## config.mk

```make
export PLATFORM = sky130hd
export DESIGN_NAME = mst_queue
export DESIGN_NICKNAME = d
export VERILOG_FILES = /design/src/sv/mst_queue.sv
export SDC_FILE = /design/constraint.sdc
export NUM_CORES = 1
export LEC_CHECK = 0
export ABC_AREA = 1
export BUFFER_PORTS_ARGS = -buffer_cell sky130_fd_sc_hd__buf_2
export CAP_MARGIN = 20
export CORE_ASPECT_RATIO = 1.75
export CORE_MARGIN = 2
export CORE_UTILIZATION = 30
export DETAILED_ROUTE_END_ITERATION = 8
export PLACE_DENSITY_LB_ADDON = 0.08
export SLEW_MARGIN = 20
export SYNTH_ARGS = -nofsm -noshare
export SYNTH_HDL_FRONTEND = slang
export SYNTH_SLANG_ARGS = --single-unit
```

## constraint.sdc

```tcl
create_clock -name clk -period 5.1 [get_ports clk]
set_clock_uncertainty 0.1 [all_clocks]
set_input_delay 0.51 -clock clk [delete_from_list [all_inputs] [get_ports clk]]
set_output_delay 0.51 -clock clk [all_outputs]
set_load 0.01 [all_outputs]
```

## src/sv/mst_queue.sv

```systemverilog
// Short queue of evicted slots between the table front end and the ratio
// back end. No package dependencies.
`default_nettype none

module mst_queue #(
  parameter int WIDTH = 65,
  parameter int DEPTH = 4
) (
  input  wire logic             clk,
  input  wire logic             rst,
  input  wire logic             push,
  input  wire logic [WIDTH-1:0] wdata,
  input  wire logic             pop,
  output logic [WIDTH-1:0]      rdata,
  output logic                  full,
  output logic                  empty
);

  localparam int PTR_W = $clog2(DEPTH);

  logic [WIDTH-1:0] buffer [DEPTH];
  logic [PTR_W-1:0] wr_ptr;
  logic [PTR_W-1:0] rd_ptr;
  logic [PTR_W:0] fill;
  logic do_push;
  logic do_pop;

  assign full    = fill == (PTR_W+1)'(DEPTH);
  assign empty   = fill == '0;
  assign rdata   = buffer[rd_ptr];
  assign do_push = push && !full;
  assign do_pop  = pop && !empty;

  always_ff @(posedge clk) begin
    if (do_push) begin
      buffer[wr_ptr] <= wdata;
    end
  end

  always_ff @(posedge clk) begin
    if (rst) begin
      wr_ptr <= '0;
      rd_ptr <= '0;
      fill   <= '0;
    end else begin
      if (do_push) begin
        wr_ptr <= (wr_ptr == PTR_W'(DEPTH - 1)) ? '0 : wr_ptr + PTR_W'(1);
      end
      if (do_pop) begin
        rd_ptr <= (rd_ptr == PTR_W'(DEPTH - 1)) ? '0 : rd_ptr + PTR_W'(1);
      end
      case ({do_push, do_pop})
        2'b10:   fill <= fill + (PTR_W+1)'(1);
        2'b01:   fill <= fill - (PTR_W+1)'(1);
        default: fill <= fill;
      endcase
    end
  end

endmodule

`default_nettype wire

```

After elaboration in Yosys (flattened, before gate mapping)
Memories as Yosys holds them, arrays and structs flattened. A register that Yosys moved wholly into a read port is not among the register bits. Cells that the tools add are included. Widths: inputs -> output; s select.

Flip-flop bits (word level): 7. Memory bits (writable): 260. Bits of input ports: 69. Output and inout port bits: 67. Logic and storage cells: 26. Memories: 1.

Memories: buffer (words 4, width 65, read ports 1, clocked after Yosys merged registers in 1, wr ports 1, RTL line 21) `logic [WIDTH-1:0] buffer [DEPTH];`.

$add $sub $neg: 4. Equal/unequal tests: 5. Multiplexer cells: 7. Reduce and logical (&&, ||, !) cells: 6.

Operators by type and width (number): $mux 2 (4); $eq 2x2->1 const B (3); $pmux 3 s2 (1); $add 2x1->2 const B (2); $add 3x1->3 const B (1); $eq 3x3->1 const B (1); $logic_not 3->1 (1); $sub 3x1->3 const B (1); $eq 2x1->1 const B (1); $logic_and 1x1->1 (2); $logic_not 1->1 (2); $mux 1 (2); $reduce_bool 2->1 (1).

Depth between registers and ports, before layout
Gate-level depths: netlist of the first run.

Depth after elaboration: 5. Gate-level depth with buffers: 13. Gate-level depth less buffers: 13.

Least setup slack after synthesis of the first run
No wires, ideal clock.

Path type: in2reg. From: input port push. To: memory buffer[0][0], enable pin. Setup time: 489 ps. Arrival time: 3376 ps. Data required time: 4511 ps. Path slack: 1135 ps. Stages on the path: 2. Path buffers: 0. Cells stage by stage: nand2_1 nor2_1.

Word-level cells in the longest chain between the ends: 3.

RTL lines: start: declaration (RTL line 11) `input wire logic push,`; $logic_and 1x1->1 (RTL line 31) `assign do_push = push && !full;`; $mux 1 (RTL line 35) `if (do_push) begin`; $mux 1 (implied by the code) (RTL line 36) `buffer[wr_ptr] <= wdata;`; end: declaration (RTL line 21).

Every way passes these cells.

==> impl_metrics.yaml, run 1 <==
synth:
  synth_top_cell_by_area: "edfxtp_1"
  synth-seq-area-share: 0.764
  ys_seq_elements: 269
  synth_area_leaders: "edfxtp_1, nor2_1, o21ai_0"
  syn_area_mm2: 0.0105
  synth_edf_count: 260
  syn-num-nets: 777
  avgSynthCellArea_um2: 14.9
  yosysWarnings: 0
  synth_ff_type: "edfxtp_1"
  syn_inst: 701
  yosysTopAreaCellShare: 0.747
  synth-async-reset-ratio: 0
  yosysUniqueCellTypes: 24
route:
  first_pass_iters: 7
  avgViaCountPerCell: 4.70
  routed_wl_mm: 25.3
  post_drt_wl_per_cell_um: 19.2
  ant_nets: 0
  initialDrtViolationCount: 283
  drc: 0
  vias: 6199
worst_setup_path:
  slowest_delay_ns: 0.83
  cp_data_arrival_time_ns: 2.80
  cp-start-kind: "register"
  required_ns: 4.49
  worst_setup_path_end_kind: "primary output"
  cp_max_fo: 102
  crit_path_top_delay_cell: "buf_4"
  path_class: "reg -> out"
  crit_chain: "buf_4 -> o21ai_0 -> o22ai_1 -> buf_2"
power_and_ir_drop:
  p_per_area_mw_per_mm2: 515
  p_leak_nw: 4.30
  vdd_drop_max_mv: 0.330
sta:
  relSlewSlack: 0.278
  fmax_mhz: 293
  worstMarginPinSlew_ns: 1.08
  setup_ws_ns: 1.69
  hold_viol: 0
  rsz0062_at_grt: "no"
  finalMaxSlewViolations: 0
  setup_tns_ns: 0
  setup_viol: 0
  min_period_ns: 3.41
  period_share: 0.668
cts:
  cts_max_level: 1
  cts_hold_buf: 0
  cts_setup_buffers: 0
  cts_resized: 0
  clock-sinks: 269
  clockBufferDepth: 3
  clk_pin_slew_ns: 0.06
  cts_tree: "done"
  cts_inserted_buffers: 27
  clk_latency_ns: 0.54
  cts_root_buf: "clkbuf_16"
cells_and_area:
  layout_common_cells: "edfxtp_1, buf_2, nor2_1"
  fillers: 3375
  areaGrowthSynthToFinish_pct: 19.1
  final_area_mm2: 0.0124
  fin_util: 0.361
  register_area_mm2: 0.00799
  final_nets: 914
  multi_input_area_mm2: 0.00213
  drive_gt1_frac: 0.277
  layout_commonest_cell: "edfxtp_1"
floorplanning:
  start_util: 0.303
  die_area_mm2: 0.0364
  coreArea_mm2: 0.0345
  fp.dieW_um: 145
  fp-row-count: 90
  io_pins: 136
  die_h_um: 251
min_path:
  hp-class: "in -> reg"
global_routing:
  use_met1: 0.164
  grt_use_met2: 0.249
  grt_max_degree: 116
  grt_use_met3: 0.0229
  antenna_found_initial: 3
  grt_overflow_total: 0
  grt_pass1_wl_mm: 38.3
  grt.total_usage: 0.136
  busiest_layer: "met2"
  grt_pass1_vias: 6407
place:
  portBuffers: 135
  placed_cell_area_mm2: 0.0116
  post-place-ws_ns: 2.21
  gp_congestion: 0.742
  dpl.hpwl_mm: 14.4
run:
  cap_viol_max_count: 0
status:
  outcome: "complete, no violations"
## power breakdown
group	total, W	switching [W]	internal, W
Clock	0.00189	0.000816	0.00107
Combinational	0.00179	0.00119	0.000597
Sequential	0.00273	0.0000788	0.00266
Total	0.00642	0.00209	0.00433
## metal layers
layer  vias to the layer above  share of wire
li1                       2891              -
met1                      3125           0.41
met2                       138           0.52
met3                        39          0.043
met4                         6          0.022
met5                         -         0.0013
## area by class of cell
class                      instances  area share
sequential                       269       0.642
multi-input combinational        370       0.171
timing repair buffer             150      0.0675
clock buffer                      34      0.0564
tap                              460      0.0462
clock inverter                    15      0.0103
inverter                          20     0.00663
antenna                            1    0.000201
## worst max-delay path, delay by kind of cell, from the launching register on
| kind | cells | cell delay [ns] |
|---|---|---|
| compound gates | 2 | 0.53 |
| buf+inv | 2 | 1.03 |
| flops | 1 | 0.57 |
## registers in the layout, indices dropped and copies added, names as in the netlist, named ones only
name    flops
buffer    260
wr_ptr      2
fill        3
rd_ptr      2
## synthesized netlist by cell type (2+ instances only)
library cell and n:
buf_12 3, buf_2 12, a21oi_1 4, clkbuf_1 17
o21ai_2 5, nand2_1 14, buf_6 9, ha_1 6
o22ai_1 45, nor2_1 124, o21ai_1 35, nor2_4 20
dfxtp_1 9, edfxtp_1 260, o21ai_0 92, inv_1 18
o22ai_2 20, nand3b_1 2
## logic make-up (layout without fill, tap and decap cells)
group	after synthesis	count (layout)	share of synthesized area
flip-flops	269	269	0.764
AO/OA/AOI/OAI	201	201	0.118
AND/OR/NAND/NOR	162	162	0.0736
buffers and inverters	62	219	0.0357
other	0	1	0
adder cells (fa/ha/maj)	7	7	0.00909
## per-stage QoR
step	power, W	instances	hold slack (ns)
6_report	0.00642	1319	0.0834
5_1_grt	0.00676	1318	0.0668
4_1_cts	0.00653	1317	0.0524
3_5_place_dp	0.00462	1268	0.440
3_3_place_gp	0.00458	1267	0.414
2_1_floorplan	0.00394	701	0.383
## path summary, 6_finish.rpt
| kind | from | to | cells after the start | slack, ns |
|---|---|---|---|---|
| max reg2reg | fill[1] | buffer[3][27] | 5 | 2.45 |
| max | register | rdata[7] | 4 | 1.69 |
| min reg2reg | rd_ptr[1] | register | 2 | 0.44 |
| min | wdata[9] | buffer[1][9] | 1 | 0.08 |
Note: power is estimated with default switching activity, not from simulation.
==> run 2: changes to the inputs <==
- clock period: 5.1 -> 3 ns (I/O delays scaled with it)
==> run 2 against run 1 <==
Via count increased by 4.0%. Sequential share of layout area decreased by 3.3 points. Largest cell class unchanged. Sequential power increased by 69%. Register-to-register slack got worse by 1.7 ns. Setup slack got worse by 1.3 ns. First-iteration DRC count increased by 30%. Die area unchanged. Sequential cell count unchanged. Global-route usage increased by 0.18 points. Final cell count increased by 5.0%. Total power increased by 69%. Critical endpoint is now rdata[28].
==> impl_metrics.yaml, run 2 (synthesis results as in run 1) <==
status:
  outcome: "complete, no violations"
sta:
  worstMarginPinSlew_ns: 0.575
  rsz0062_at_grt: "no"
  finalMaxSlewViolations: 0
  period_share: 0.878
  relSlewSlack: 0.617
  min_period_ns: 2.63
  hold_viol: 0
  fmax_mhz: 380
  setup_viol: 0
global_routing:
  grt_max_degree: 131
  grt_pass1_wl_mm: 39.1
  grt.total_usage: 0.138
  grt_pass1_vias: 6871
  grt_overflow_total: 0
  antenna_found_initial: 1
cells_and_area:
  antenna_cells: 0
  layout_commonest_cell: "edfxtp_1"
  reg_top3: "buffer: 260 flops, fill: 3 flops"
  final_nets: 982
  largest_reg_flops: 260
  final_area_mm2: 0.0131
  layout_common_cells: "edfxtp_1, buf_2, nor2_1"
  drive_gt1_frac: 0.261
  largest-register: "buffer"
  layout.cells.non_filler: 1385
  areaGrowthSynthToFinish_pct: 25.5
cts:
  cts_tree: "done"
  cts_root_buf: "clkbuf_16"
  cts_resized: 0
  cts_max_level: 1
  clk_latency_ns: 0.53
  clockBufferDepth: 3
  clock-sinks: 269
  clk_pin_slew_ns: 0.07
  cts_inserted_buffers: 26
floorplanning:
  fp-row-count: 90
  coreArea_mm2: 0.0345
  die_area_mm2: 0.0364
  start_util: 0.303
  io_pins: 136
  fp.dieW_um: 145
  die_h_um: 251
route:
  first_pass_iters: 4
  routed_wl_mm: 25.4
  ant_nets: 0
  vias: 6447
  avgViaCountPerCell: 4.65
  post_drt_wl_per_cell_um: 18.3
  drc: 0
  initialDrtViolationCount: 367
worst_setup_path:
  worst_setup_path_end_kind: "primary output"
  path_class: "reg -> out"
  cp_max_fo: 55
  required_ns: 2.60
  cp_data_arrival_time_ns: 2.23
  cp-start-kind: "register"
min_path:
  hp-class: "in -> reg"
power_and_ir_drop:
  p_leak_nw: 4.58
  vdd_drop_max_mv: 0.432
  p_per_area_mw_per_mm2: 828
run:
  cap_viol_max_count: 0
place:
  dpl.hpwl_mm: 14.1
  gp_congestion: 0.693
  portBuffers: 135
  dpl.cell_count: 1268
  placed_cell_area_mm2: 0.0116
## run 2: changes by cell type in the layout (fill, tap and decap cells not counted), sizes merged
cell / previous run / this run
dlygate4sd3: 0 / 70
clkbuf: 34 / 32
clkinvlp: 0 / 2
buf: 150 / 149
bufinv: 2 / 1
clkinv: 13 / 12
diode: 1 / 0
## run 2: worst paths after layout
check	to	start	depth (start not counted)	slack [ns]
worst max-delay path	rdata[28]	register	5	0.37
worst min-delay path	buffer[0][12]	wdata[12]	2	0.42
worst max register to register	fill[2]	fill[1]	12	0.77
worst min register to register	register	rd_ptr[1]	2	0.43
## run 2: routing by layer
metal	global-route usage	part of all wire
met5	0	0.00051
met3	0.0245	0.042
met2	0.254	0.52
met1	0.162	0.41
met4	0.0473	0.025
## run 2: where the power goes
part	leakage [nW]	switching, W	internal [W]
Sequential	2.46	0.000100	0.00452
Combinational	1.72	0.00208	0.00111
Clock	0.393	0.00134	0.00173
## run 2: final cells by class
cell class,count,area (um2)
clock buffer,32,694
clock inverter,15,101
fill,3348,21300
inverter,20,80.1
multi-input combinational,370,2130
sequential,269,7990
tap,460,576
timing repair buffer,219,1560
## run 2: per-stage QoR
step / hold slack [ns] / TNS (ns) / worst slack [ns] / util / total power (W)
2_1_floorplan: 0.299 / -245.42 / -0.944 / - / 0.00669
3_3_place_gp: 0.405 / 0 / 0.842 / 0.338 / 0.00784
3_5_place_dp: 0.416 / 0 / 0.781 / 0.338 / 0.00792
4_1_cts: 0.384 / 0 / 0.295 / 0.381 / 0.0111
5_1_grt: 0.389 / 0 / 0.222 / 0.381 / 0.0115
6_report: 0.420 / 0 / 0.365 / 0.381 / 0.0109
## run 2: repair_timing
action,CTS,global route
hold endpoints to repair,266,0
hold buffers,70,0
buffers inserted,0,0
## run 2: worst max-delay path, stage by stage, from the launching register on
cell and delay, ns:
dfxtp_4 0.37, inv_6 0.40, buf_4 0.38, o21ai_1 0.10, o22ai_1 0.23, buf_2 0.19
==> run 3: changes to the inputs <==
- CORE_UTILIZATION: 30 -> 52
==> run 3 against run 2 <==
Count of clock-buffer cells in the layout is 2 lower. First-iteration DRC count shrank 25%. Sequential cell count unchanged. Final area down 2.7%. Fmax grew 2.5%. Via count fell by 0.76%. Critical path depth stayed put. Core utilization increased by 27 points. Combinational power is 4% lower. Worst hold slack lost 0.40 ns. Setup slack gained 0.064 ns.
==> impl_metrics.yaml, run 3 (synthesis results as in run 1) <==
status:
  outcome: "complete, no violations"
sta:
  fmax_mhz: 389
  finalMaxSlewViolations: 0
  min_period_ns: 2.57
  setup_viol: 0
  setup_ws_ns: 0.429
  period_share: 0.857
  worstMarginPinSlew_ns: 0.731
  hold_viol: 0
  rsz0062_at_grt: "no"
  relSlewSlack: 0.513
power_and_ir_drop:
  switchingPower_w: 0.00335
  p_leak_nw: 4.53
  seqPwrFrac: 0.434
  vdd_drop_max_mv: 0.647
  power.internal_w: 0.00730
  power_frac_clock: 0.278
  netSwitchingFraction: 0.314
  p_per_area_mw_per_mm2: 833
  comb_power_share: 0.289
route:
  post_drt_wl_per_cell_um: 18.6
  ant_nets: 0
  avgViaCountPerCell: 5.52
  vias: 6398
  routed_wl_mm: 21.6
  initialDrtViolationCount: 274
  first_pass_iters: 4
  drc: 0
global_routing:
  grt_max_degree: 131
  grt_overflow_total: 0
  grt_pass1_vias: 6808
  grt_pass1_wl_mm: 34.4
  antenna_found_initial: 0
  grt.total_usage: 0.203
cts:
  clk_pin_slew_ns: 0.06
  cts_tree: "done"
  cts_resized: 0
  clk_latency_ns: 0.50
  cts_inserted_buffers: 24
  clockBufferDepth: 3
  cts_root_buf: "clkbuf_16"
  cts_max_level: 1
  clock-sinks: 269
worst_setup_path:
  slowest_delay_ns: 0.41
  r2r_slack_ns: 0.75
  ff2ff_path_depth: 12
  critical_path_buf_inv_count: 3
  cp_data_arrival_time_ns: 2.17
  path_class: "reg -> out"
  crit_path_top_delay_cell: "buf_4"
  r2r_end: "fill[2]"
  cp_max_fo: 53
  cp-start-kind: "register"
  crit_family: "buffers and inverters"
  worst_setup_path_end_kind: "primary output"
  reg2reg_from: "fill[1]"
  required_ns: 2.60
  crit_chain: "inv_6 -> buf_4 -> o21ai_0 -> o22ai_1 -> buf_2"
place:
  post-place-ws_ns: 0.795
  portBuffers: 135
  placed_cell_area_mm2: 0.0113
  dpl.hpwl_mm: 11.6
  gp_congestion: 0.725
cells_and_area:
  largest_reg_flops: 260
  largest-register: "buffer"
  final_nets: 974
  layout_common_cells: "edfxtp_1, buf_2, nor2_1"
  antenna_cells: 0
  final_area_mm2: 0.0128
  reg_top3: "buffer: 260 flops, fill: 3 flops"
  drive_gt1_frac: 0.255
  layout_commonest_cell: "edfxtp_1"
  areaGrowthSynthToFinish_pct: 22.1
floorplanning:
  fp-row-count: 68
  die_area_mm2: 0.0213
  fp.dieW_um: 111
  coreArea_mm2: 0.0197
  io_pins: 136
  start_util: 0.530
  die_h_um: 192
min_path:
  min-delay-start: "pop"
  hp-class: "in -> reg"
  hold_path_depth: 4
run:
  cap_viol_max_count: 0
[run 3: worst min-delay path, delay by kind of cell]
family | cells | cell delay, ns
buffers and inverters | 1 | 0.10
AND/OR/NAND/NOR | 3 | 0.18
[run 3: timing repair]
action / CTS / global route
setup buffers: 0 / 0
endpoints found under the setup margin: 0 / 0
endpoints found under the hold margin: 261 / 0
hold buffers: 66 / 0
[run 3: power by group through the flow]
stage,Clock (W),Sequential [W],Combinational [W]
finish,0.00295,0.00462,0.00307
global route,0.00316,0.00464,0.00339
CTS,0.00301,0.00462,0.00312
detailed placement,0,0.00470,0.00304
global placement,0,0.00468,0.00297
floorplan,0,0.00470,0.00199
[run 3: layer usage]
layer | up-vias | global-route usage | wire length [um]
met1 | 3212 | 0.233 | 8460
met2 | 153 | 0.386 | 11700
met3 | 29 | 0.0360 | 996
met5 | - | 0 | 0
met4 | 0 | 0.0560 | 387
li1 | 3004 | - | -
[run 3: worst max-delay path by stage]
stage,start,to,slack [ns],cells past startpoint
floorplan,fill[1],buffer[0][0],-0.94,4
global placement,fill[1],fill[2],0.89,12
detailed placement,fill[1],fill[2],0.80,12
CTS,register,rdata[50],0.35,5
global route,register,rdata[50],0.28,5
finish,register,rdata[50],0.43,5
[run 3: layout make-up]
class | instances | area, um2
Clock inverter | 12 | 116
Multi-Input combinational cell | 370 | 2130
Fill cell | 1462 | 6970
Inverter | 20 | 80.1
Timing Repair Buffer | 213 | 1500
Tap cell | 245 | 307
Clock buffer | 30 | 644
Sequential cell | 269 | 7990
[run 3: metrics by stage]
step / util / power, W / hold slack [ns] / TNS [ns] / cells
6_report: 0.647 / 0.0106 / 0.0171 / 0 / 1159
5_1_grt: 0.647 / 0.0112 / 0.0139 / 0 / 1159
4_1_cts: 0.647 / 0.0108 / 0.00218 / 0 / 1159
3_5_place_dp: 0.575 / 0.00774 / 0.416 / 0 / 1051
3_3_place_gp: 0.575 / 0.00765 / 0.401 / 0 / 1051
2_1_floorplan: - / 0.00669 / 0.299 / -245.42 / 701
