$ cat config.mk
export PLATFORM = sky130hd
export DESIGN_NAME = mst_back
export DESIGN_NICKNAME = d
export VERILOG_FILES = /design/src/sv/mst_pkg.sv /design/src/sv/mst_back.sv
export SDC_FILE = /design/constraint.sdc
export NUM_CORES = 1
export LEC_CHECK = 0
export BUFFER_PORTS_ARGS = -buffer_cell sky130_fd_sc_hd__buf_4
export CAP_MARGIN = 20
export CORE_MARGIN = 5
export CORE_UTILIZATION = 55
export CTS_BUF_LIST = sky130_fd_sc_hd__clkbuf_8
export DETAILED_ROUTE_END_ITERATION = 10
export PLACE_DENSITY = 0.73
export SYNTH_ARGS = -nofsm -noshare
export SYNTH_HDL_FRONTEND = slang
export SYNTH_SLANG_ARGS = --single-unit
$ cat constraint.sdc
create_clock -name clk -period 12.8 [get_ports clk]
set_input_delay 0.64 -clock clk [delete_from_list [all_inputs] [get_ports clk]]
set_output_delay 0.64 -clock clk [all_outputs]
set_load 0.01 [all_outputs]
$ cat src/sv/mst_pkg.sv
// Package for the methylation site tally: field widths, base codes,
// command codes and fixed-point constants. No dependencies.
`default_nettype none

package mst_pkg;

  localparam int POS_W       = 32;
  localparam int BASE_W      = 3;
  localparam int SITE_W      = 33;
  localparam int OUT_COUNT_W = 16;
  localparam int RATIO_W     = 15;

  localparam logic [BASE_W-1:0] BASE_A = 3'd0;
  localparam logic [BASE_W-1:0] BASE_C = 3'd1;
  localparam logic [BASE_W-1:0] BASE_G = 3'd2;
  localparam logic [BASE_W-1:0] BASE_T = 3'd3;

  localparam logic [RATIO_W-1:0] PCT_Q8 = 15'd25600;

  typedef enum logic {
    CMD_TALLY = 1'b0,
    CMD_DRAIN = 1'b1
  } cmd_t;

endpackage

`default_nettype wire

$ cat src/sv/mst_back.sv
// Back end: takes evicted slots from the queue, works out the Q8 percentage
// with a one-bit-per-cycle divider and holds the result item for the reader.
// Depends on mst_pkg.
`default_nettype none

module mst_back #(
  parameter int COUNT_BITS = 16
) (
  input  wire logic                                  clk,
  input  wire logic                                  rst,
  input  wire logic                                  q_empty,
  input  wire logic [mst_pkg::SITE_W+2*COUNT_BITS-1:0] q_data,
  output logic                                       q_pop,
  input  wire logic                                  pop,
  output logic                                       empty,
  output logic [mst_pkg::SITE_W-1:0]                 site_pos,
  output logic [mst_pkg::OUT_COUNT_W-1:0]            methyl_count,
  output logic [mst_pkg::RATIO_W-1:0]                ratio_pct_q8
);

  localparam int TW    = COUNT_BITS + 1;
  localparam int NW    = COUNT_BITS + mst_pkg::RATIO_W;
  localparam int RW    = mst_pkg::RATIO_W;
  localparam int CNT_W = $clog2(RW);
  localparam int MW    = (COUNT_BITS > mst_pkg::OUT_COUNT_W) ?
                         COUNT_BITS : mst_pkg::OUT_COUNT_W;

  typedef enum logic [2:0] {
    B_IDLE,
    B_MUL,
    B_ADD,
    B_DIV,
    B_OUT
  } bstate_t;

  bstate_t state;
  logic out_valid;
  logic [mst_pkg::SITE_W-1:0] site;
  logic [COUNT_BITS-1:0] m;
  logic [COUNT_BITS-1:0] u;
  logic [NW-1:0] prod;
  logic [TW-1:0] tot;
  logic [TW-1:0] rem;
  logic [RW-1:0] low;
  logic [RW-1:0] quo;
  logic [CNT_W-1:0] cnt;

  logic [NW-1:0] num;
  logic [TW:0] shifted;
  logic take;
  logic [MW-1:0] m_wide;
  logic [mst_pkg::OUT_COUNT_W-1:0] m_sat;
  logic load;

  assign num     = prod + NW'(tot[TW-1:1]);
  assign shifted = {rem, low[RW-1]};
  assign take    = shifted >= {1'b0, tot};
  assign m_wide  = MW'(m);
  assign m_sat   = (m_wide > MW'({mst_pkg::OUT_COUNT_W{1'b1}})) ?
                   '1 : m_wide[mst_pkg::OUT_COUNT_W-1:0];
  assign load    = (state == B_OUT) && (!out_valid || pop);
  assign q_pop   = (state == B_IDLE) && !q_empty;
  assign empty   = !out_valid;

  always_ff @(posedge clk) begin
    if (rst) begin
      state     <= B_IDLE;
      out_valid <= 1'b0;
    end else begin
      if (load) begin
        out_valid <= 1'b1;
      end else if (pop && out_valid) begin
        out_valid <= 1'b0;
      end
      case (state)
        B_IDLE: begin
          if (!q_empty) begin
            site  <= q_data[mst_pkg::SITE_W+2*COUNT_BITS-1 -: mst_pkg::SITE_W];
            m     <= q_data[2*COUNT_BITS-1 -: COUNT_BITS];
            u     <= q_data[COUNT_BITS-1:0];
            state <= B_MUL;
          end
        end
        B_MUL: begin
          prod  <= NW'(m) * NW'(mst_pkg::PCT_Q8);
          tot   <= TW'(m) + TW'(u);
          state <= B_ADD;
        end
        B_ADD: begin
          rem   <= TW'(num[NW-1:RW]);
          low   <= num[RW-1:0];
          quo   <= '0;
          cnt   <= '0;
          state <= B_DIV;
        end
        B_DIV: begin
          rem   <= take ? TW'(shifted - {1'b0, tot}) : shifted[TW-1:0];
          low   <= {low[RW-2:0], 1'b0};
          quo   <= {quo[RW-2:0], take};
          cnt   <= cnt + CNT_W'(1);
          if (cnt == CNT_W'(RW - 1)) begin
            state <= B_OUT;
          end
        end
        B_OUT: begin
          if (load) begin
            site_pos     <= site;
            methyl_count <= m_sat;
            ratio_pct_q8 <= (tot == '0) ? '0 : quo;
            state        <= B_IDLE;
          end
        end
        default: begin
          state <= B_IDLE;
        end
      endcase
    end
  end

endmodule

`default_nettype wire

== After elaboration in Yosys (flattened, before gate mapping) ==
Cells that the tools add are included.

* Bits in registers: 222
* Input bits: 69
* Output and inout port bits: 66
* Word-level logic and storage cells: 57

* Add/sub/neg operators: 4
* Multiply operators: 1
* Magnitude comparators: 2
* Eq/ne operators: 8
* Multiplexer cells: 11
* Bitwise logic cells: 2
* Reductions and logical operators: 15

{| class="wikitable"
|+ Operators with widths
! operator !! count
|-
| 15-bit one-hot mux with 2 select lines || 2
|-
| 17-bit one-hot mux with 2 select lines || 1
|-
| 31-bit by 16-bit adder with 31-bit output || 1
|-
| 16-bit by 5-bit multiplier with 21-bit output (second input constant) || 1
|-
| 18-bit by 17-bit >= comparator with 1-bit output || 1
|-
| 16-bit by 16-bit adder with 17-bit output || 1
|-
| 17-bit logical NOT || 1
|-
| 17-bit two-way mux || 1
|-
| 17-bit subtractor || 1
|-
| 16-bit greater-than comparator (second input constant) || 1
|-
| 3-bit one-hot mux with 5 select lines || 1
|-
| 3-bit two-way mux || 3
|-
| 3-bit AND reduction || 3
|-
| 4-bit one-hot mux with 2 select lines || 1
|-
| 3-bit by 2-bit == test with 1-bit output (second input constant) || 2
|-
| 2-bit != test (second input constant) || 3
|-
| 4-bit by 1-bit adder with 4-bit output (second input constant) || 1
|-
| 4-bit == test (second input constant) || 1
|-
| 2-bit AND reduction || 2
|-
| 2-bit nonzero test || 2
|-
| 3-bit by 1-bit == test with 1-bit output (second input constant) || 1
|-
| 3-bit == test (second input constant) || 1
|-
| 1-bit logical AND || 3
|-
| 3-bit logical NOT || 1
|-
| other kinds (4) || 7
|}

== Logic depth before layout (Yosys ltp) ==
Gate-level depths: netlist of run 1.

* Depth after elaboration: 5
* Gate-level depth with buffers: 13
* Gate-level depth less buffers: 13

== Least setup slack after synthesis of run 1 ==
OpenSTA, ideal clock, no wires.

* Path type: in2reg
* From: input port rst
* To: register m[0], enable pin
* Library setup time: 568 ps
* Data arrival time: 5390 ps
* Data required time: 12232 ps
* Path slack: 6842 ps
* Stages: 2
* Path buffers: 0
* Path through: or3_1 > nor3_1

* Longest elaborated chain between the ends: 2

{| class="wikitable"
|+ RTL lines
! element !! line !! text
|-
| start, declared || mst_back.sv:10 || <nowiki>input wire logic rst,</nowiki>
|-
| 1-bit inverter (no source line) || - ||
|-
| 3-bit AND reduction (no source line) || - ||
|-
| end signal, assigned || mst_back.sv:79 || <nowiki>m <= q_data[2*COUNT_BITS-1 -: COUNT_BITS];</nowiki>
|-
| end, declared || mst_back.sv:39 || <nowiki>logic [COUNT_BITS-1:0] m;</nowiki>
|}

Every way passes these cells.
A chain may end at the register's enable or synchronous reset.

== Final worst setup path of run 1 ==
* From: register m[3]
* To: register prod[28], data pin

* Longest elaborated chain between the ends: 1

{| class="wikitable"
|+ RTL lines
! element !! line !! text
|-
| 16-bit by 5-bit multiplier with 21-bit output || mst_back.sv:85 || <nowiki>prod <= NW'(m) * NW'(mst_pkg::PCT_Q8);</nowiki>
|-
| end signal, assigned || mst_back.sv:85 ||
|-
| end, declared || mst_back.sv:41 || <nowiki>logic [NW-1:0] prod;</nowiki>
|}

Every way passes these cells.

==> reports/qor.txt, run 1 <==
Status = finished, final reports clean
LEAKAGE = 5.377 nW
RSZ-0062 raised after global routing = no
CP Class = reg2reg
Multi-input gate area = 0.004118 mm^2
Clk Latency, worst-skew pair = 540 ps
Pre-CTS WS = 9192 ps
R2R depth = 11
Vias in the first global route = 6986
Final Cell Area = 0.01316 mm^2
Clk slew on worst S/H paths = 70 ps
Setup crit start kind = register
EDFF count, synth = 218
Fin. Hold Viols = 0
Worst Clk Skew = 27.33 ps
Final Setup Violations = 0
Hold Path Depth = 1
Commonest cells post-synth = edfxtp_1 (218), ha_1 (93), inv_1 (84)
# IOs = 135
Internal = 0.001276 W
DR vias = 6888
Root buffer cell = clkbuf_8
Syn_nets = 1034
Synth Register Bits = 222
Power per cell area = 129.7 mW/mm^2
Die area = 0.02312 mm^2
GRT Total Usage = 17.57%
Hold_sp = q_data[50]
Max-cap violations = 0
Die X = 152.1 um
Fill cells = 1581
CTS tree = yes
Post-synth top area share = 58.97%
Hpwl dp = 14950 um
Cts repair resizes = 0
Setup crit end kind = register
Mapped Area = 0.01110 mm^2
Minimum period implied by the final worst setup slack = 3682 ps
Post-synth top flop = edfxtp_1
Async SR Flop Fraction = 0%
Final nets = 1201
Top-count cell post-synth = edfxtp_1
Fin crit share = 28.77%
Syn-to-layout area delta = 18.54%
Synth area leader = edfxtp_1
Synth warn = 0
Power share of the combinational group = 14.9%
Largest cells by area after synthesis = edfxtp_1 (59%), ha_1 (10%), xnor2_1 (3.2%), inv_1 (2.8%), fa_1 (2.5%)
Cell variety after synth = 56
Hold Crit Endpoint = site[18]$_DFFE_PP_
Initial antenna violation count = 0
Setup ws final = 9118 ps
DR iter-0 viols = 399
CTS H-Tree Depth = 2
Share of cells above drive strength 1 = 19.33%
Switch Pwr = 0.0004299 W
WL final = 20280 um
Sink Count = 222
Worst VDD drop = 99.87 uV
Core area = 0.02004 mm^2
Fmax = 271.6 MHz
Post-CTS setup buffer count = 0
Clock Power Share = 34.7%
Syn Inst Count = 858
Worst setup path start = m[3]$_DFFE_PP_
Worst R2R End = prod[28]$_DFFE_PP_
Worst EP required = 13060 ps
Placed Area = 0.01246 mm^2
CTS buffer count = 37
Hold Buf Count CTS = 0
Vias per cell = 5.218
First-pass GRT wire length = 33830 um
WL per Instance = 15.37 um
Largest net degree at the start of global routing = 62
Diode count = 0
Pin slew with the least headroom to its limit = 923.7 ps
Worst Path Max Fanout = 5
Register area = 0.006626 mm^2
Avg Cell Area, Syn = 12.94 um^2
Sequential share of power = 50.4%
Switching share of total power = 25.19%
Die H = 152.1 um
Reg2Reg Launch Point = m[3]$_DFFE_PP_
Buffers on Ports = 134
R2R Setup Slk = 9120 ps
Slew HR = 38.27%
Post-route ant nets = 0
CTS max path bufs = 3
Starting Density = 55.39%
Max Slew Vio Count = 0
Drc violations = 0
Hold Path Class = in2reg
Drt pass-1 iters = 5
Placer Congestion = 0.8743
Total Neg Setup Slack = 0 ps
Site row count = 52
Global route overflow = 0
Critical path arrival = 3940 ps
Post-synthesis sequential area ratio = 59.69%
-- layer usage --
metal / track usage [%] / wire length [um]
met5: 0 / 0
met4: 5.608 / 447
met3: 3.811 / 885
met2: 30.04 / 10180
met1: 22.53 / 8766
-- cell families after synthesis --
group / count (synthesis) / share of synthesized area [%]
flops: 222 / 59.69
simple gates: 208 / 9.265
compound gates: 146 / 8.262
buf+inv: 98 / 3.528
fa+ha+maj: 107 / 13.01
xor+xnor: 62 / 4.892
mux: 15 / 1.353
-- registers in the layout (all words and copies together), names as in the netlist --
register / count
low: 15
site_pos: 33
state: 3
site: 33
quo: 15
cnt: 4
methyl_count: 16
m: 16
prod: 21
u: 16
rem: 17
out_valid: 1
tot: 17
ratio_pct_q8: 15
-- stage by stage --
stage          hold slack [ps]  total power (W)  instances  util [%]
6_report                 277.7         0.001706       1320     65.67
2_1_floorplan            400.3         0.001063        858         -
3_3_place_gp             400.1         0.001121       1256     62.19
3_5_place_dp             404.5         0.001127       1256     62.19
4_1_cts                  242.5         0.001725       1320     65.67
5_1_grt                  228.5         0.001801       1320     65.67
-- layout make-up --
class,instances,share of cell area [%]
flip-flops and latches,222,50.36
multi-input cells,538,31.29
repair buffers,142,8.101
clock buffers,38,3.975
well taps,270,2.567
inverters,84,2.396
clock inverters,26,1.312
-- worst max-delay path by stage --
stage	slack [ps]	end	cells after the start
3_3_place_gp	9260	prod[30]$_DFFE_PP_	11
4_1_cts	9160	prod[29]$_DFFE_PP_	13
6_report	9120	prod[28]$_DFFE_PP_	11
3_5_place_dp	9190	prod[29]$_DFFE_PP_	13
2_1_floorplan	6840	m[0]$_DFFE_PP_	2
5_1_grt	8890	prod[29]$_DFFE_PP_	13
-- power by group through the flow --
stage | clock network [W] | logic (W) | registers (W)
after floorplan | 0 | 0.000192 | 0.000871
after global placement | 0 | 0.000247 | 0.000874
after detailed placement | 0 | 0.000252 | 0.000875
after CTS | 0.000611 | 0.000254 | 0.000860
after global routing | 0.000651 | 0.000288 | 0.000862
final | 0.000593 | 0.000254 | 0.000860
-- placed cells by master (no fill, tap or decap), types with 3 or more instances in the layout --
cell type,synthesis,final
nor4_1,7,6
xnor2_1,40,40
a21o_1,14,14
nor2b_1,24,24
and2_1,17,17
a211o_1,3,3
xor2_1,22,22
inv_1,84,90
ha_1,93,93
fa_1,14,14
o31ai_1,4,4
o22ai_1,3,3
buf_4,0,142
a21boi_0,4,4
nand2_1,47,47
or3_1,3,3
clkinv_2,0,8
nand4_1,8,8
o21ai_0,30,30
dfxtp_1,4,4
clkinv_1,0,8
a21oi_1,50,50
a31oi_1,7,7
nor2_1,59,58
nand3_1,13,13
edfxtp_1,218,218
o211ai_1,4,4
clkbuf_8,0,38
nor3_1,7,5
nand3b_1,3,3
o21bai_1,6,6
o21a_1,3,3
nand2b_1,10,10
mux2i_1,15,15
-- worst max-delay path, cell delays in order (launching register included) --
cell and delay (ps):
edfxtp_1 470, ha_1 320, ha_1 320, fa_1 460
ha_1 350, nor2b_1 170, o31a_1 250, o21ai_0 230
a21oi_1 150, a21boi_0 390, a21oi_1 140, xor2_1 160
Note: power is estimated with default switching activity, not from simulation.
==> inputs of run 2 (changes only) <==
Settings changed: PLACE_DENSITY 0.73 to 0.76.
Clock period 12.8 ns to 3.23 ns, I/O delays scaled along.
==> run 2 against run 1 <==
Effect of this change: highest routed layer unchanged; clock skew fell by 10 ps; largest cell class unchanged; power rose to 4.1 times the previous value; cell area rose by 9.1%; worst setup slack got worse by 9100 ps; critical path type unchanged; critical path depth rose by 2; die area did not move; sequential power rose to 4.0 times the previous value; count of clock-buffer cells in the layout did not move; first-iteration DRC count rose by 34%; combinational power rose to 5.0 times the previous value; clock power rose to 3.8 times the previous value; register-to-register slack got worse by 9100 ps.
==> reports/qor.txt, run 2 (same netlist as run 1, synthesis figures left out) <==
Worst Path Max Fanout = 4 (was 5)
Final Setup Violations = 0 (unchanged)
Critical path arrival = 3500 ps (was 3940 ps)
Vias per cell = 5.202 (was 5.218)
Max-cap violations = 0 (unchanged)
Fill cells = 1360 (was 1581)
CP Class = reg2reg (unchanged)
WL per Instance = 16.22 um (was 15.37 um)
Site row count = 52 (unchanged)
Largest net degree at the start of global routing = 52 (was 62)
Die H = 152.1 um (unchanged)
CTS H-Tree Depth = 2 (unchanged)
First-pass GRT wire length = 36890 um (was 33830 um)
Dpl cells = 1286 (was 1256)
Power per cell area = 485.7 mW/mm^2 (was 129.7 mW/mm^2)
Pwr Total = 0.006970 W (was 0.001706 W)
Syn-to-layout area delta = 29.27% (was 18.54%)
Drt pass-1 iters = 5 (unchanged)
LEAKAGE = 5.878 nW (was 5.377 nW)
Most common cell after layout, fill and taps aside = edfxtp_1 (unchanged)
Worst VDD drop = 390.3 uV (was 99.87 uV)
Pin slew with the least headroom to its limit = 665.8 ps (was 923.7 ps)
DR vias = 7433 (was 6888)
Status = finished, final reports clean (unchanged)
CP delay by family, top = adder cells (unchanged)
Final Cell Area = 0.01435 mm^2 (was 0.01316 mm^2)
Most frequent cells in the layout = edfxtp_1 (218), buf_4 (180), inv_1 (94) (was edfxtp_1 (218), buf_4 (142), ha_1 (93))
Die area = 0.02312 mm^2 (unchanged)
CTS max path bufs = 3 (unchanged)
Sequence of cells on the critical path = ha_1, ha_1, inv_1, fa_1, inv_2, ha_4, a21oi_4, o22ai_4, o21ai_2, a31oi_2, a221o_1, a21oi_2, xnor2_1 (was ha_1, ha_1, fa_1, ha_1, nor2b_1, o31a_1, o21ai_0, a21oi_1, a21boi_0, a21oi_1, xor2_1)
Fin. Hold Viols = 0 (unchanged)
Setup crit start kind = register (unchanged)
Global route overflow = 0 (unchanged)
CTS tree = yes (unchanged)
Placed Area = 0.01274 mm^2 (was 0.01246 mm^2)
Slowest CP cell = fa_1 (was edfxtp_1)
Fin crit share = 99.80% (was 28.77%)
Share of cells above drive strength 1 = 23.30% (was 19.33%)
Slew HR = 55.61% (was 38.27%)
Core area = 0.02004 mm^2 (unchanged)
Hold Path Class = in2reg (unchanged)
Vias in the first global route = 7419 (was 6986)
Max Slew Vio Count = 0 (unchanged)
Setup crit end kind = register (unchanged)
Minimum period implied by the final worst setup slack = 3223 ps (was 3682 ps)
Die X = 152.1 um (unchanged)
GRT Total Usage = 19.51% (was 17.57%)
Diode count = 0 (unchanged)
WL final = 23170 um (was 20280 um)
Buffers on Ports = 134 (unchanged)
Drc violations = 0 (unchanged)
Sink Count = 222 (unchanged)
Post-route ant nets = 0 (unchanged)
R2R Setup Slk = 7 ps (was 9120 ps)
Worst Clk Skew = 17.30 ps (was 27.33 ps)
Initial antenna violation count = 0 (unchanged)
Max incr delay on CP = 490 ps (was 470 ps)
Core Util, Final = 71.61% (was 65.67%)
Non-Filler Instances = 1429 (was 1320)
Clk slew on worst S/H paths = 60 ps (was 70 ps)
# IOs = 135 (unchanged)
Most used cell, CP = ha_1 (unchanged)
Worst EP required = 3500 ps (was 13060 ps)
DR iter-0 viols = 535 (was 399)
Biggest regs = site x33, site_pos x33, prod x21 (unchanged)
Buf/Inv on CP = 2 (was 0)
Clk Latency, worst-skew pair = 530 ps (was 540 ps)
Root buffer cell = clkbuf_8 (unchanged)
CTS buffer count = 37 (unchanged)
Hpwl dp = 15470 um (was 14950 um)
Final nets = 1310 (was 1201)
Starting Density = 55.39% (unchanged)
Placer Congestion = 0.8053 (was 0.8743)
Fmax = 310.2 MHz (was 271.6 MHz)
RSZ-0062 raised after global routing = yes (was no)
-- run 2: path summary, 6_finish.rpt --
kind | start | end | cells after the start
hold / removal | q_data[49] | site[17]$_DFFE_PP_ | 2
setup / recovery | m[3]$_DFFE_PP_ | prod[27]$_DFFE_PP_ | 13
hold reg to reg | site[26]$_DFFE_PP_ | site_pos[26]$_DFFE_PP_ | 0
setup reg to reg | m[3]$_DFFE_PP_ | prod[27]$_DFFE_PP_ | 13
-- run 2: repair_timing --
action,CTS,global route
endpoints found under the setup margin,7,18
pin swaps,16,20
gates resized for setup,10,24
setup buffers,2,9
hold buffers,68,0
hold endpoints to repair,73,0
-- run 2: worst reg2reg max path, cell delays in order, from the launching register on --
cell      delay [ps]
edfxtp_1         440
ha_1             330
ha_1             270
inv_1             40
fa_1             490
inv_2             50
ha_4             260
a21oi_4          140
o22ai_4           90
o21ai_2          150
a31oi_2          120
a221o_1          350
a21oi_2          150
xnor2_1           80
-- run 2: cell type report --
cell class / count / area (um^2) / share of cell area [%]
Sequential cell: 222 / 6626 / 46.18
Multi-Input combinational cell: 538 / 4319 / 30.10
Clock inverter: 26 / 145.1 / 1.011
Inverter: 84 / 315.3 / 2.197
Clock buffer: 38 / 523.0 / 3.645
Tap cell: 270 / 337.8 / 2.354
Timing Repair Buffer: 251 / 2083 / 14.52
-- run 2: routing by layer --
metal / GRT usage, % / vias up / part of all wire (%)
met1: 24.16 / 3527 / 40
met5: 0 / - / 0
met2: 34.44 / 198 / 52
met3: 3.811 / 50 / 4.8
li1: - / 3658 / -
met4: 6.550 / 0 / 2.7
-- run 2: metrics by stage --
step | worst slack [ps] | hold slack, ps | setup TNS [ps]
after detailed placement | -188.4 | 340.9 | -805.0
final | 6.594 | 349.2 | 0
after global routing | -100.3 | 318.0 | -299.4
after CTS | -11.01 | 323.5 | -11.01
after floorplan | 4.210 | 230.6 | 0
after global placement | -94.79 | 339.4 | -369.8
-- run 2: power breakdown --
part           internal, W  switching [W]  total [W]
clock              0.00118        0.00110    0.00228
combinational     0.000633       0.000651    0.00128
sequential         0.00334      0.0000681    0.00340
==> inputs of run 3 (changes only) <==
Settings changed: PLACE_DENSITY 0.76 to 0.87.
==> run 3 against run 2 <==
Effect of this change: the run now ends with negative setup slack left; sequential power hardly changed; sequential cell count stayed put; count of clock-buffer cells in the layout rose by 3; worst hold slack got worse by 8.8 ps; die area is the same; fmax fell by 4.3%; critical endpoint is now prod[26]$_DFFE_PP_; largest cell class unchanged; largest power group unchanged.
==> reports/qor.txt, run 3 (same netlist as run 1, synthesis figures left out) <==
Worst Clk Skew = 18.58 ps (was 17.30 ps)
Final nets = 1314 (was 1310)
Worst VDD drop = 381.6 uV (was 390.3 uV)
First-pass GRT wire length = 40040 um (was 36890 um)
WL met2 = 13870 um (was 12070 um)
Placed Area = 0.01272 mm^2 (was 0.01274 mm^2)
Sequential share of power = 47.4% (was 48.8%)
WL final = 26770 um (was 23170 um)
Vias per cell = 5.535 (was 5.202)
Most common cell after layout, fill and taps aside = edfxtp_1 (unchanged)
Max-cap violations = 0 (unchanged)
Hold Path Depth = 2 (unchanged)
Switch Pwr = 0.001936 W (was 0.001818 W)
Status = finished, violations left (was finished, final reports clean)
Final Cell Area = 0.01448 mm^2 (was 0.01435 mm^2)
DR vias = 7954 (was 7433)
Total Neg Setup Slack = -763.9 ps (was 0 ps)
Placer Congestion = 0.8748 (was 0.8053)
# IOs = 135 (unchanged)
Most frequent cells in the layout = edfxtp_1 (218), buf_4 (178), inv_1 (88) (was edfxtp_1 (218), buf_4 (180), inv_1 (94))
Clk Latency, worst-skew pair = 530 ps (about the same)
WL met1 = 9798 um (was 9353 um)
Die X = 152.1 um (unchanged)
Die area = 0.02312 mm^2 (unchanged)
Final Setup Violations = 9 (was 0)
DR iter-0 viols = 619 (was 535)
CTS H-Tree Depth = 2 (unchanged)
Power share of the combinational group = 19.4% (was 18.4%)
R2R depth = 14 (was 13)
Setup crit start kind = register (unchanged)
CP Class = reg2reg (unchanged)
Fill cells = 1288 (was 1360)
Pwr Total = 0.007199 W (was 0.006970 W)
Power per cell area = 497.1 mW/mm^2 (was 485.7 mW/mm^2)
Post-route ant nets = 0 (unchanged)
Minimum period implied by the final worst setup slack = 3367 ps (was 3223 ps)
Site row count = 52 (unchanged)
Fin crit share = 104.2% (was 99.80%)
Slew HR = 55.62% (was 55.61%)
Switching share of total power = 26.89% (was 26.09%)
Diode count = 0 (unchanged)
CTS max path bufs = 3 (unchanged)
Max layer used = met4 (unchanged)
Metal3 WL = 1585 um (was 1118 um)
Fmax = 297.0 MHz (was 310.2 MHz)
Drc violations = 0 (unchanged)
Share of cells above drive strength 1 = 24.25% (was 23.30%)
Hpwl dp = 15550 um (was 15470 um)
Worst EP required = 3510 ps (was 3500 ps)
Critical path arrival = 3640 ps (was 3500 ps)
Global route overflow = 0 (unchanged)
Clock Power Share = 33.2% (was 32.7%)
Max Slew Vio Count = 0 (unchanged)
CTS buffer count = 39 (was 37)
Setup crit end kind = register (unchanged)
Buffers on Ports = 134 (unchanged)
Sink Count = 222 (unchanged)
Die H = 152.1 um (unchanged)
RSZ-0062 raised after global routing = yes (unchanged)
Starting Density = 55.39% (unchanged)
Core area = 0.02004 mm^2 (unchanged)
Initial antenna violation count = 0 (unchanged)
LEAKAGE = 5.901 nW (was 5.878 nW)
WL per Instance = 18.63 um (was 16.22 um)
Root buffer cell = clkbuf_8 (unchanged)
Core Util, Final = 72.27% (was 71.61%)
Failing checks = negative setup slack
GRT Total Usage = 21.17% (was 19.51%)
Pin slew with the least headroom to its limit = 665.7 ps (was 665.8 ps)
Largest net degree at the start of global routing = 64 (was 52)
Fin. Hold Viols = 0 (unchanged)
Setup ws final = -136.5 ps (was 6.594 ps)
Biggest regs = site x33, site_pos x33, prod x21 (unchanged)
CTS tree = yes (unchanged)
Vias in the first global route = 8058 (was 7419)
Multi-input gate area = 0.004379 mm^2 (was 0.004319 mm^2)
Drt pass-1 iters = 6 (was 5)
Internal = 0.005263 W (was 0.005151 W)
Register area = 0.006626 mm^2 (unchanged)
Hold Path Class = in2reg (unchanged)
Worst Path Max Fanout = 4 (unchanged)
Clk slew on worst S/H paths = 70 ps (was 60 ps)
Syn-to-layout area delta = 30.46% (was 29.27%)
[run 3: changes by cell type in the layout (fill, tap and decap cells not counted), sizes merged]
cell / delta
buf: +2
clkbuf: +3
clkinv: +8
inv: -5
[run 3: area by class of cell]
cell class | instances | area share [%]
inverters | 84 | 2.177
repair buffers | 253 | 14.59
clock buffers | 41 | 3.897
clock inverters | 29 | 1.002
flip-flops and latches | 222 | 45.76
well taps | 270 | 2.333
multi-input cells | 538 | 30.24
[run 3: worst paths after layout]
check | from | to | slack [ps]
min reg2reg | site[31]$_DFFE_PP_ | site_pos[31]$_DFFE_PP_ | 420
min | q_data[33] | site[1]$_DFFE_PP_ | 340
max reg2reg | m[7]$_DFFE_PP_ | prod[26]$_DFFE_PP_ | -140
max | m[7]$_DFFE_PP_ | prod[26]$_DFFE_PP_ | -140
[run 3: repair_timing]
item                                    in CTS  in global routing
endpoints found under the hold margin       71                  0
endpoints found under the setup margin       7                 11
pin swaps                                   13                 25
resized for setup                           17                 30
buffers inserted                             7                 10
hold buffers                                68                  0
[run 3: critical path, cell delays in order, from the launching register on]
cell	delay, ps
edfxtp_1	450
ha_1	330
ha_1	290
inv_1	60
fa_1	560
inv_1	100
ha_4	300
buf_4	150
o21ai_0	80
nand2_1	90
o211ai_1	130
a21oi_2	190
a21boi_2	100
nor2b_2	160
xnor2_1	120
[run 3: metrics by stage]
step	worst slack (ps)	hold slack [ps]	std cells
5_1_grt	-231.4	328.7	1437
4_1_cts	14.12	324.1	1428
3_5_place_dp	-189.3	340.8	1283
3_3_place_gp	-85.55	339.6	1283
2_1_floorplan	4.210	230.6	858
6_report	-136.5	340.4	1437
[run 3: routing by layer]
metal / vias up / GRT usage (%)
li1: 3673 / -
met1: 3812 / 24.33
met2: 355 / 38.40
met3: 114 / 4.323
met4: 0 / 8.990
met5: - / 0
[run 3: power by group through the flow]
stage               clock, W  sequential (W)  combinational (W)
floorplan                  0         0.00344           0.000767
global placement           0         0.00346            0.00105
detailed placement         0         0.00346            0.00109
CTS                  0.00239         0.00341            0.00122
global route         0.00258         0.00342            0.00152
finish               0.00239         0.00341            0.00140
